File: src/smbe_pkg.sv
// Shared types and constants for the SPI master byte engine
`default_nettype none

package smbe_pkg;

   localparam int DATA_BITS_DEF = 8;
   localparam int BYTE_W        = 8;
   localparam int FUNC_W        = 2;
   localparam int MODE_W        = 2;
   localparam int DIV_W         = 8;
   localparam int CSR_IDX_W     = 2;
   localparam int CSR_DATA_W    = 8;

   // request function codes
   localparam logic [FUNC_W-1:0] FUNC_TICK     = 2'd0;
   localparam logic [FUNC_W-1:0] FUNC_START    = 2'd1;
   localparam logic [FUNC_W-1:0] FUNC_SOFT_RST = 2'd2;

   // register indexes
   localparam logic [CSR_IDX_W-1:0] CSR_SPI_MODE  = 2'd0;
   localparam logic [CSR_IDX_W-1:0] CSR_MSB_FIRST = 2'd1;
   localparam logic [CSR_IDX_W-1:0] CSR_CLK_DIV   = 2'd2;

   typedef struct packed {
      logic [MODE_W-1:0] spi_mode;
      logic              msb_first;
      logic [DIV_W-1:0]  clock_divide;
   } cfg_type;

   typedef struct packed {
      logic [FUNC_W-1:0] func;
      logic [BYTE_W-1:0] tx_byte;
      logic              miso;
   } req_type;

   typedef struct packed {
      logic              sclk;
      logic              mosi;
      logic              busy_res;
      logic              starting;
      logic [BYTE_W-1:0] rx_byte;
      logic              done_res;
   } rsp_type;

endpackage

`default_nettype wire

File: src/smbe_csr.sv
// Configuration registers: mode, bit order, clock divider
`default_nettype none

module smbe_csr
   import smbe_pkg::*;
(
   input  wire logic                  clock,
   input  wire logic                  reset,
   input  wire logic                  csr_valid,
   output logic                       csr_ready,
   input  wire logic [CSR_IDX_W-1:0]  csr_index,
   input  wire logic [CSR_DATA_W-1:0] csr_data,
   output cfg_type                    cfg
);

   cfg_type cfg_ff, cfg_in;

   assign csr_ready = 1'b1;
   assign cfg       = cfg_ff;

   always_comb begin
      cfg_in = cfg_ff;
      if (csr_valid) begin
         case (csr_index)
            CSR_SPI_MODE:  cfg_in.spi_mode     = csr_data[MODE_W-1:0];
            CSR_MSB_FIRST: cfg_in.msb_first    = csr_data[0];
            CSR_CLK_DIV:   cfg_in.clock_divide = csr_data[DIV_W-1:0];
            default:       cfg_in = cfg_ff;
         endcase
      end
   end

   always_ff @(posedge clock) begin
      if (reset) begin
         cfg_ff <= '0;
      end else begin
         cfg_ff <= cfg_in;
      end
   end

endmodule

`default_nettype wire

File: src/smbe_in_reg.sv
// Input register stage for request transfers
`default_nettype none

module smbe_in_reg
   import smbe_pkg::*;
(
   input  wire logic clock,
   input  wire logic reset,
   input  wire logic req_valid,
   output logic      req_stall,
   input  req_type   req,
   input  wire logic out_ready,
   output logic      step,
   output req_type   held
);

   logic    vld_ff, vld_in;
   req_type req_ff;
   logic    accept;

   assign req_stall = vld_ff & ~out_ready;
   assign accept    = req_valid & ~req_stall;
   assign step      = vld_ff & out_ready;
   assign vld_in    = accept | (vld_ff & ~out_ready);
   assign held      = req_ff;

   always_ff @(posedge clock) begin
      if (reset) begin
         vld_ff <= 1'b0;
      end else begin
         vld_ff <= vld_in;
      end
   end

   always_ff @(posedge clock) begin
      if (accept) begin
         req_ff <= req;
      end
   end

endmodule

`default_nettype wire

File: src/smbe_core.sv
// Serial engine state and one-tick update logic
`default_nettype none

module smbe_core
   import smbe_pkg::*;
#(
   parameter int DATA_BITS = DATA_BITS_DEF
) (
   input  wire logic clock,
   input  wire logic reset,
   input  wire logic step,
   input  req_type   req,
   input  cfg_type   cfg,
   output rsp_type   rsp
);

   localparam int EDGE_W = $clog2(2 * DATA_BITS + 1);
   localparam int MAXW   = (DATA_BITS > BYTE_W) ? DATA_BITS : BYTE_W;
   localparam logic [EDGE_W-1:0] EDGE_LAST = EDGE_W'(2 * DATA_BITS);
   localparam logic [EDGE_W-1:0] EDGE_ONE  = EDGE_W'(1);

   logic                 clk_lvl_ff, clk_lvl_in;
   logic [DIV_W-1:0]     half_cnt_ff, half_cnt_in;
   logic [EDGE_W-1:0]    edge_cnt_ff, edge_cnt_in;
   logic [DATA_BITS-1:0] sh_out_ff, sh_out_in;
   logic [DATA_BITS-1:0] sh_in_ff, sh_in_in;
   logic [DATA_BITS-1:0] rx_hold_ff, rx_hold_in;
   logic                 active_ff, active_in;

   logic              cpol, cpha;
   logic [DIV_W-1:0]  half, cnt_inc;
   logic [EDGE_W-1:0] edge_nxt;
   logic              starting, done;
   logic [MAXW-1:0]   tx_wide, rx_wide;
   logic              out_bit;

   assign cpol    = cfg.spi_mode[1];
   assign cpha    = cfg.spi_mode[0];
   assign half    = {1'b0, cfg.clock_divide[DIV_W-1:1]} + DIV_W'(1);
   assign cnt_inc = half_cnt_ff + DIV_W'(1);
   assign tx_wide = MAXW'(req.tx_byte);

   always_comb begin
      clk_lvl_in  = clk_lvl_ff;
      half_cnt_in = half_cnt_ff;
      edge_cnt_in = edge_cnt_ff;
      sh_out_in   = sh_out_ff;
      sh_in_in    = sh_in_ff;
      rx_hold_in  = rx_hold_ff;
      active_in   = active_ff;
      edge_nxt    = edge_cnt_ff + EDGE_ONE;
      starting    = 1'b0;
      done        = 1'b0;

      if (req.func == FUNC_SOFT_RST) begin
         clk_lvl_in  = 1'b0;
         half_cnt_in = '0;
         edge_cnt_in = '0;
         sh_out_in   = '0;
         sh_in_in    = '0;
         rx_hold_in  = '0;
         active_in   = 1'b0;
      end else if (active_ff) begin
         if (cnt_inc >= half) begin
            half_cnt_in = '0;
            clk_lvl_in  = ~clk_lvl_ff;
            edge_cnt_in = edge_nxt;
            if (edge_nxt[0] != cpha) begin
               if (cfg.msb_first) begin
                  sh_in_in = {sh_in_ff[DATA_BITS-2:0], req.miso};
               end else begin
                  sh_in_in = {req.miso, sh_in_ff[DATA_BITS-1:1]};
               end
            end else if (!cpha || edge_nxt != EDGE_ONE) begin
               if (cfg.msb_first) begin
                  sh_out_in = {sh_out_ff[DATA_BITS-2:0], 1'b0};
               end else begin
                  sh_out_in = {1'b0, sh_out_ff[DATA_BITS-1:1]};
               end
            end
            if (edge_nxt >= EDGE_LAST) begin
               rx_hold_in  = sh_in_in;
               active_in   = 1'b0;
               edge_cnt_in = '0;
               sh_out_in   = '0;
               done        = 1'b1;
            end
         end else begin
            half_cnt_in = cnt_inc;
         end
      end else if (req.func == FUNC_START) begin
         sh_out_in   = tx_wide[DATA_BITS-1:0];
         sh_in_in    = '0;
         half_cnt_in = '0;
         edge_cnt_in = '0;
         active_in   = 1'b1;
         starting    = 1'b1;
      end

      // idle clock tracks the current polarity
      if (!active_in) begin
         clk_lvl_in = cpol;
      end
   end

   assign out_bit = cfg.msb_first ? sh_out_in[DATA_BITS-1] : sh_out_in[0];
   assign rx_wide = MAXW'(rx_hold_in);

   always_comb begin
      rsp.sclk     = clk_lvl_in;
      rsp.mosi     = active_in & out_bit;
      rsp.busy_res = active_in;
      rsp.starting = starting;
      rsp.rx_byte  = rx_wide[BYTE_W-1:0];
      rsp.done_res = done;
   end

   always_ff @(posedge clock) begin
      if (reset) begin
         clk_lvl_ff  <= 1'b0;
         half_cnt_ff <= '0;
         edge_cnt_ff <= '0;
         sh_out_ff   <= '0;
         sh_in_ff    <= '0;
         rx_hold_ff  <= '0;
         active_ff   <= 1'b0;
      end else if (step) begin
         clk_lvl_ff  <= clk_lvl_in;
         half_cnt_ff <= half_cnt_in;
         edge_cnt_ff <= edge_cnt_in;
         sh_out_ff   <= sh_out_in;
         sh_in_ff    <= sh_in_in;
         rx_hold_ff  <= rx_hold_in;
         active_ff   <= active_in;
      end
   end

endmodule

`default_nettype wire

File: src/smbe_out_reg.sv
// Result register toward the response channel
`default_nettype none

module smbe_out_reg
   import smbe_pkg::*;
(
   input  wire logic clock,
   input  wire logic reset,
   input  wire logic step,
   input  rsp_type   rsp_next,
   output logic      out_ready,
   output logic      rsp_valid,
   input  wire logic rsp_stall,
   output rsp_type   rsp
);

   logic    vld_ff, vld_in;
   rsp_type rsp_ff;

   // free when empty or the held result leaves this cycle
   assign out_ready = ~vld_ff | ~rsp_stall;
   assign vld_in    = step | (vld_ff & rsp_stall);
   assign rsp_valid = vld_ff;
   assign rsp       = rsp_ff;

   always_ff @(posedge clock) begin
      if (reset) begin
         vld_ff <= 1'b0;
      end else begin
         vld_ff <= vld_in;
      end
   end

   always_ff @(posedge clock) begin
      if (step) begin
         rsp_ff <= rsp_next;
      end
   end

endmodule

`default_nettype wire

File: src/spi_master_byte_engine.sv
// SPI master byte engine: one request transfer per system tick, one result each
//
// Each request transfer is one tick of the serial engine: func selects a plain
// tick, a start (loads tx_byte) or a soft reset; miso is the slave's line level
// for that tick. Each request yields exactly one response transfer carrying the
// sclk and mosi levels after the tick, busy, starting, done and the last
// received byte. The csr channel writes mode, bit order and clock divider; it is
// always ready and is meant to be used while no request is in flight.
// The request is first registered in the input register, then one pass of update
// logic feeds the result register, whose output drives response valid. One
// request is taken every cycle when the response side does not stall; the
// engine state advances only when a request moves into the result register.
// While rsp_stall is high the result holds, and req_stall rises once the input
// register is also occupied. Synchronous reset empties both registers, clears
// the engine state and sets all configuration registers to zero.
`default_nettype none

module spi_master_byte_engine
   import smbe_pkg::*;
#(
   parameter int DATA_BITS = DATA_BITS_DEF
) (
   input  wire logic                  clock,
   input  wire logic                  reset,
   input  wire logic                  req_valid,
   output logic                       req_stall,
   input  wire logic [FUNC_W-1:0]     req_func,
   input  wire logic [BYTE_W-1:0]     req_tx_byte,
   input  wire logic                  req_miso,
   output logic                       rsp_valid,
   input  wire logic                  rsp_stall,
   output logic                       rsp_sclk,
   output logic                       rsp_mosi,
   output logic                       rsp_busy_res,
   output logic                       rsp_starting,
   output logic [BYTE_W-1:0]          rsp_rx_byte,
   output logic                       rsp_done_res,
   input  wire logic                  csr_valid,
   output logic                       csr_ready,
   input  wire logic [CSR_IDX_W-1:0]  csr_index,
   input  wire logic [CSR_DATA_W-1:0] csr_data
);

   cfg_type cfg;
   req_type req_in, req_held;
   rsp_type rsp_next, rsp_q;
   logic    step, out_ready;

   assign req_in.func    = req_func;
   assign req_in.tx_byte = req_tx_byte;
   assign req_in.miso    = req_miso;

   smbe_csr u_csr (
      .clock     (clock),
      .reset     (reset),
      .csr_valid (csr_valid),
      .csr_ready (csr_ready),
      .csr_index (csr_index),
      .csr_data  (csr_data),
      .cfg       (cfg)
   );

   smbe_in_reg u_in_reg (
      .clock     (clock),
      .reset     (reset),
      .req_valid (req_valid),
      .req_stall (req_stall),
      .req       (req_in),
      .out_ready (out_ready),
      .step      (step),
      .held      (req_held)
   );

   smbe_core #(
      .DATA_BITS (DATA_BITS)
   ) u_core (
      .clock (clock),
      .reset (reset),
      .step  (step),
      .req   (req_held),
      .cfg   (cfg),
      .rsp   (rsp_next)
   );

   smbe_out_reg u_out_reg (
      .clock     (clock),
      .reset     (reset),
      .step      (step),
      .rsp_next  (rsp_next),
      .out_ready (out_ready),
      .rsp_valid (rsp_valid),
      .rsp_stall (rsp_stall),
      .rsp       (rsp_q)
   );

   assign rsp_sclk     = rsp_q.sclk;
   assign rsp_mosi     = rsp_q.mosi;
   assign rsp_busy_res = rsp_q.busy_res;
   assign rsp_starting = rsp_q.starting;
   assign rsp_rx_byte  = rsp_q.rx_byte;
   assign rsp_done_res = rsp_q.done_res;

endmodule

`default_nettype wire

File: config.mk
export PLATFORM = sky130hd
export DESIGN_NAME = spi_master_byte_engine
export DESIGN_NICKNAME = d
export VERILOG_FILES = /design/src/smbe_pkg.sv /design/src/smbe_csr.sv /design/src/smbe_in_reg.sv /design/src/smbe_core.sv /design/src/smbe_out_reg.sv /design/src/spi_master_byte_engine.sv
export SDC_FILE = /design/constraint.sdc
export NUM_CORES = 1
export LEC_CHECK = 0
export ABC_AREA = 1
export BUFFER_PORTS_ARGS = -buffer_cell sky130_fd_sc_hd__buf_2
export CORE_MARGIN = 8
export CORE_UTILIZATION = 53
export CTS_CLUSTER_DIAMETER = 200
export DETAILED_ROUTE_END_ITERATION = 7
export PLACE_DENSITY = 0.72
export SLEW_MARGIN = 5
export SYNTH_ARGS = -nofsm -noshare
export SYNTH_HDL_FRONTEND = slang
export SYNTH_SLANG_ARGS = --single-unit
File: constraint.sdc
create_clock -name clock -period 2.3 [get_ports clock]
set_input_delay 0.115 -clock clock [delete_from_list [all_inputs] [get_ports clock]]
set_output_delay 0.115 -clock clock [all_outputs]
set_load 0.005 [all_outputs]
==> metrics.md <==
| Metric | Value |
|---|---|
| Failing checks | setup timing |
| CTS tree | done |
| Warning count from the yosys run | 0 |
| Status | finished with violations |
| Final setup violation count | 51 |
| Layout cell share with drive strength beyond 1 | 35.6% |
| Hold Path Sink | u_csr.cfg[10] |
| RSZ-0062 raised after global routing | yes |
| Post-route ant nets | 0 |
| Skew final | 0.0129 ns |
| TNS Setup | -15.12 ns |
| Antenna diodes | 0 |
| Worst-Skew Late Latency | 0.36 ns |
| Die W | 101 um |
| First-pass GRT wire length | 15200 um |
| Syn avg cell area | 7.92 um2 |
| Post-DP HPWL | 6110 um |
| Area grow syn2layout | 38.2% |
| Tot Pwr | 2980 uW |
| Clk slew on worst S/H paths | 0.08 ns |
| Lkg Pwr | 0.00219 uW |
| Min Tclk post-route | 2.69 ns |
| Element type at the critical path end | flip-flop |
| Synth cell types | 35 |
| WL/cell | 15.3 um |
| Max-cap viol count | 0 |
| Post-synth net total | 522 |
| P per Cell Area | 565 nW/um2 |
| Hold Path Class | input pin to flip-flop |
| Slowest CP cell | dfxtp_4 |
| Sequential share of the synthesized area | 45.6% |
| Grt total ovfl | 0 |
| Max Freq | 371 MHz |
| Area leader, netlist | dfxtp_1 |
| Synth area leaders | dfxtp_1 27%, edfxtp_1 19%, nand2_1 10% |
| Vias/cell | 5.38 |
| Most used cell, CP | nand2_2 |
| TritonCTS Sinks | 75 |
| IO buf count | 40 |
| Nets | 614 |
| Worst r2r dst | u_core.rx_hold_ff[5] |
| HP Start | csr_data[1] |
| Worst EP required | 2.58 ns |
| Post-Syn Area | 3820 um2 |
| Synthesized instance count | 482 |
| Synth Register Bits | 75 |
| Worst Slack Setup Final | -0.394 ns |
| Largest net degree at the start of global routing | 33 |
| Site Rows | 31 |
| Die height | 101 um |
| Reg2Reg Depth | 16 |
| Worst Tran Pin Value | 1.18 ns |
| Peak supply drop | 0.000427 V |
| Critical path data arrival time | 2.97 ns |
| Setup crit start kind | flip-flop |
| Layout fillers | 466 |
| CTS Buffer Depth | 2 |
| Root Driver | clkbuf_8 |
| Final worst path period share | 117% |
| Fin. Hold Viols | 0 |
| R2R Setup Slk | -0.39 ns |
| Area share of the largest cell type after synthesis | 26.7% |
| Final wirelength | 10400 um |
| Die area | 10200 um2 |
| GPL Wtd Cong | 0.810 |
| Cell chain of the critical path | nand2_2 -> nor2_4 -> nand3_2 -> buf_4 -> xor2_2 -> inv_1 -> ha_4 -> nand2_2 -> nor2_4 -> nand4_1 -> nand3_4 -> nand3_4 -> buf_12 -> nand2_2 -> nand3_2 -> a21oi_2 |
| TritonRoute pass-1 iters | 5 |
| # DRC | 0 |
| Tot GR Track Use | 18.8% |
| Crit Path Max Fanout | 6 |
| Setup CP Type | flip-flop to flip-flop |
| Slew HR | 21.2% |
| CTS Buf Count | 9 |
| Worst hold path depth | 3 |
| Initial antenna violation count | 0 |
| Detailed-route via count | 3647 |
| Core Area | 7100 um2 |
| Fin. max-slew vios | 0 |
| Slowest stage delay, CP | 0.37 ns |
| Initial core utilization | 53.8% |
| Initial DRC count | 218 |
| Vias in the first global route | 3415 |
| Critical register-to-register path startpoint | u_core.half_cnt_ff[1] |
| Ports | 42 |
| CTS H-tree lvls | 3 |
area by class of cell:
type | instances | area (um2) | area share, %
inverters | 79 | 322 | 6.09
flip-flops and latches | 75 | 1760 | 33.3
clock buffers | 12 | 156 | 2.96
multi-input cells | 317 | 2210 | 41.9
well taps | 99 | 124 | 2.35
clock inverters | 4 | 26.3 | 0.498
repair buffers | 92 | 681 | 12.9
synthesized netlist by cell type:
cell type,n
nor3_2,2
nor2_4,3
clkbuf_1,7
buf_4,2
nand2_1,106
nor3_1,4
inv_2,8
edfxtp_1,24
o211ai_1,10
nand2_2,3
ha_1,14
o22ai_1,8
nand3_1,32
nand3_2,3
a21oi_4,1
nand3b_1,2
xnor2_1,3
buf_6,2
o21ai_0,32
o21a_1,1
buf_2,2
nand4_2,1
a21o_1,1
nor2_2,2
xor2_1,8
a21oi_1,33
nand2_4,3
o21ai_1,2
conb_1,1
inv_1,71
nand4_1,4
a211oi_1,3
dfxtp_1,51
nand3_4,1
nor2_1,32
through the flow:
step / std cells / hold slack [ns] / utilization (%) / cell area, um2 / setup slack, ns
after global routing: 678 / 0.0470 / 74.4 / 5280 / -0.567
final: 678 / 0.0238 / 74.4 / 5280 / -0.394
after floorplan: 482 / 0.214 / - / 3840 / -0.0642
after CTS: 672 / 0.0154 / 69.3 / 4920 / -0.263
after detailed placement: 634 / 0.293 / 60.3 / 4280 / -0.289
after global placement: 634 / 0.292 / 60.3 / 4280 / -0.204
metal layers:
metal | up-vias | routed length (um) | GRT usage, %
met5 | - | 0 | 0
met1 | 1748 | 4220 | 20.0
met3 | 22 | 566 | 6.22
met4 | 0 | 212 | 6.86
met2 | 115 | 5390 | 33.6
li1 | 1762 | - | -
where the power goes:
group	switching, uW	internal (uW)
Combinational	349	223
Sequential	37.9	1430
Clock	489	456
Total	875	2110
cells in the final DEF (no fill, tap or decap), types with 9 or more instances in the layout:
cell / Yosys / layout
nand2_2: 3 / 15
nor2_1: 32 / 29
nand2_1: 106 / 84
nand3_2: 3 / 10
buf_4: 2 / 30
nand3_1: 32 / 20
inv_2: 8 / 12
inv_1: 71 / 63
nand2_4: 3 / 11
a21oi_1: 33 / 17
a21oi_2: 0 / 15
dfxtp_1: 51 / 46
clkbuf_8: 0 / 9
o21ai_0: 32 / 29
edfxtp_1: 24 / 24
ha_1: 14 / 9
o211ai_1: 10 / 10
dlygate4sd3_1: 0 / 15
buf_2: 2 / 40
sequential cells by signal, summed over array words and instances, names as in the netlist, 5 cells and up:
signal / cells
u_core.edge_cnt_ff: 5
u_core.half_cnt_ff: 8
u_core.rx_hold_ff: 8
u_core.sh_in_ff: 8
u_core.sh_out_ff: 8
u_csr.cfg: 10
u_in_reg.held: 11
u_out_reg.rsp: 13
worst max path at each step:
stage	to	slack (ns)	startpoint	cells after the start
after detailed placement	u_out_reg.rsp[2]	-0.29	u_csr.cfg[2]	14
after global placement	u_out_reg.rsp[2]	-0.20	u_core.half_cnt_ff[1]	16
final	u_core.rx_hold_ff[5]	-0.39	u_core.half_cnt_ff[1]	16
after floorplan	u_out_reg.rsp[2]	-0.06	u_core.half_cnt_ff[0]	16
after global routing	u_core.rx_hold_ff[5]	-0.57	u_core.half_cnt_ff[1]	16
after CTS	u_out_reg.rsp[8]	-0.26	u_core.half_cnt_ff[1]	16
worst max-delay path, delay by kind of cell (launching register included):
family,cells,cell delay [ns]
AO/OA/AOI/OAI,1,0.18
XOR/XNOR,1,0.14
adder cells (fa/ha/maj),1,0.28
buffers and inverters,3,0.44
flip-flops,1,0.37
AND/OR/NAND/NOR,10,1.20
cells by family after synthesis:
kind of cell             Yosys count  synth area share [%]
other                              1                0.0982
AND/OR/NAND/NOR                  198                  24.0
adder cells (fa/ha/maj)           14                  4.59
flip-flops                        75                  45.6
AO/OA/AOI/OAI                     91                  13.5
XOR/XNOR                          11                  2.52
buffers and inverters             92                  9.70
timing repair:
action                                 CTS  global route
endpoints found under the hold margin   15             0
resized for setup                       48            77
setup endpoints to repair               51            51
cloned                                   2             0
pin swaps                               18            31
setup buffers                            5             6
hold buffers                            15             0
Power figures use the tool's default switching activity.
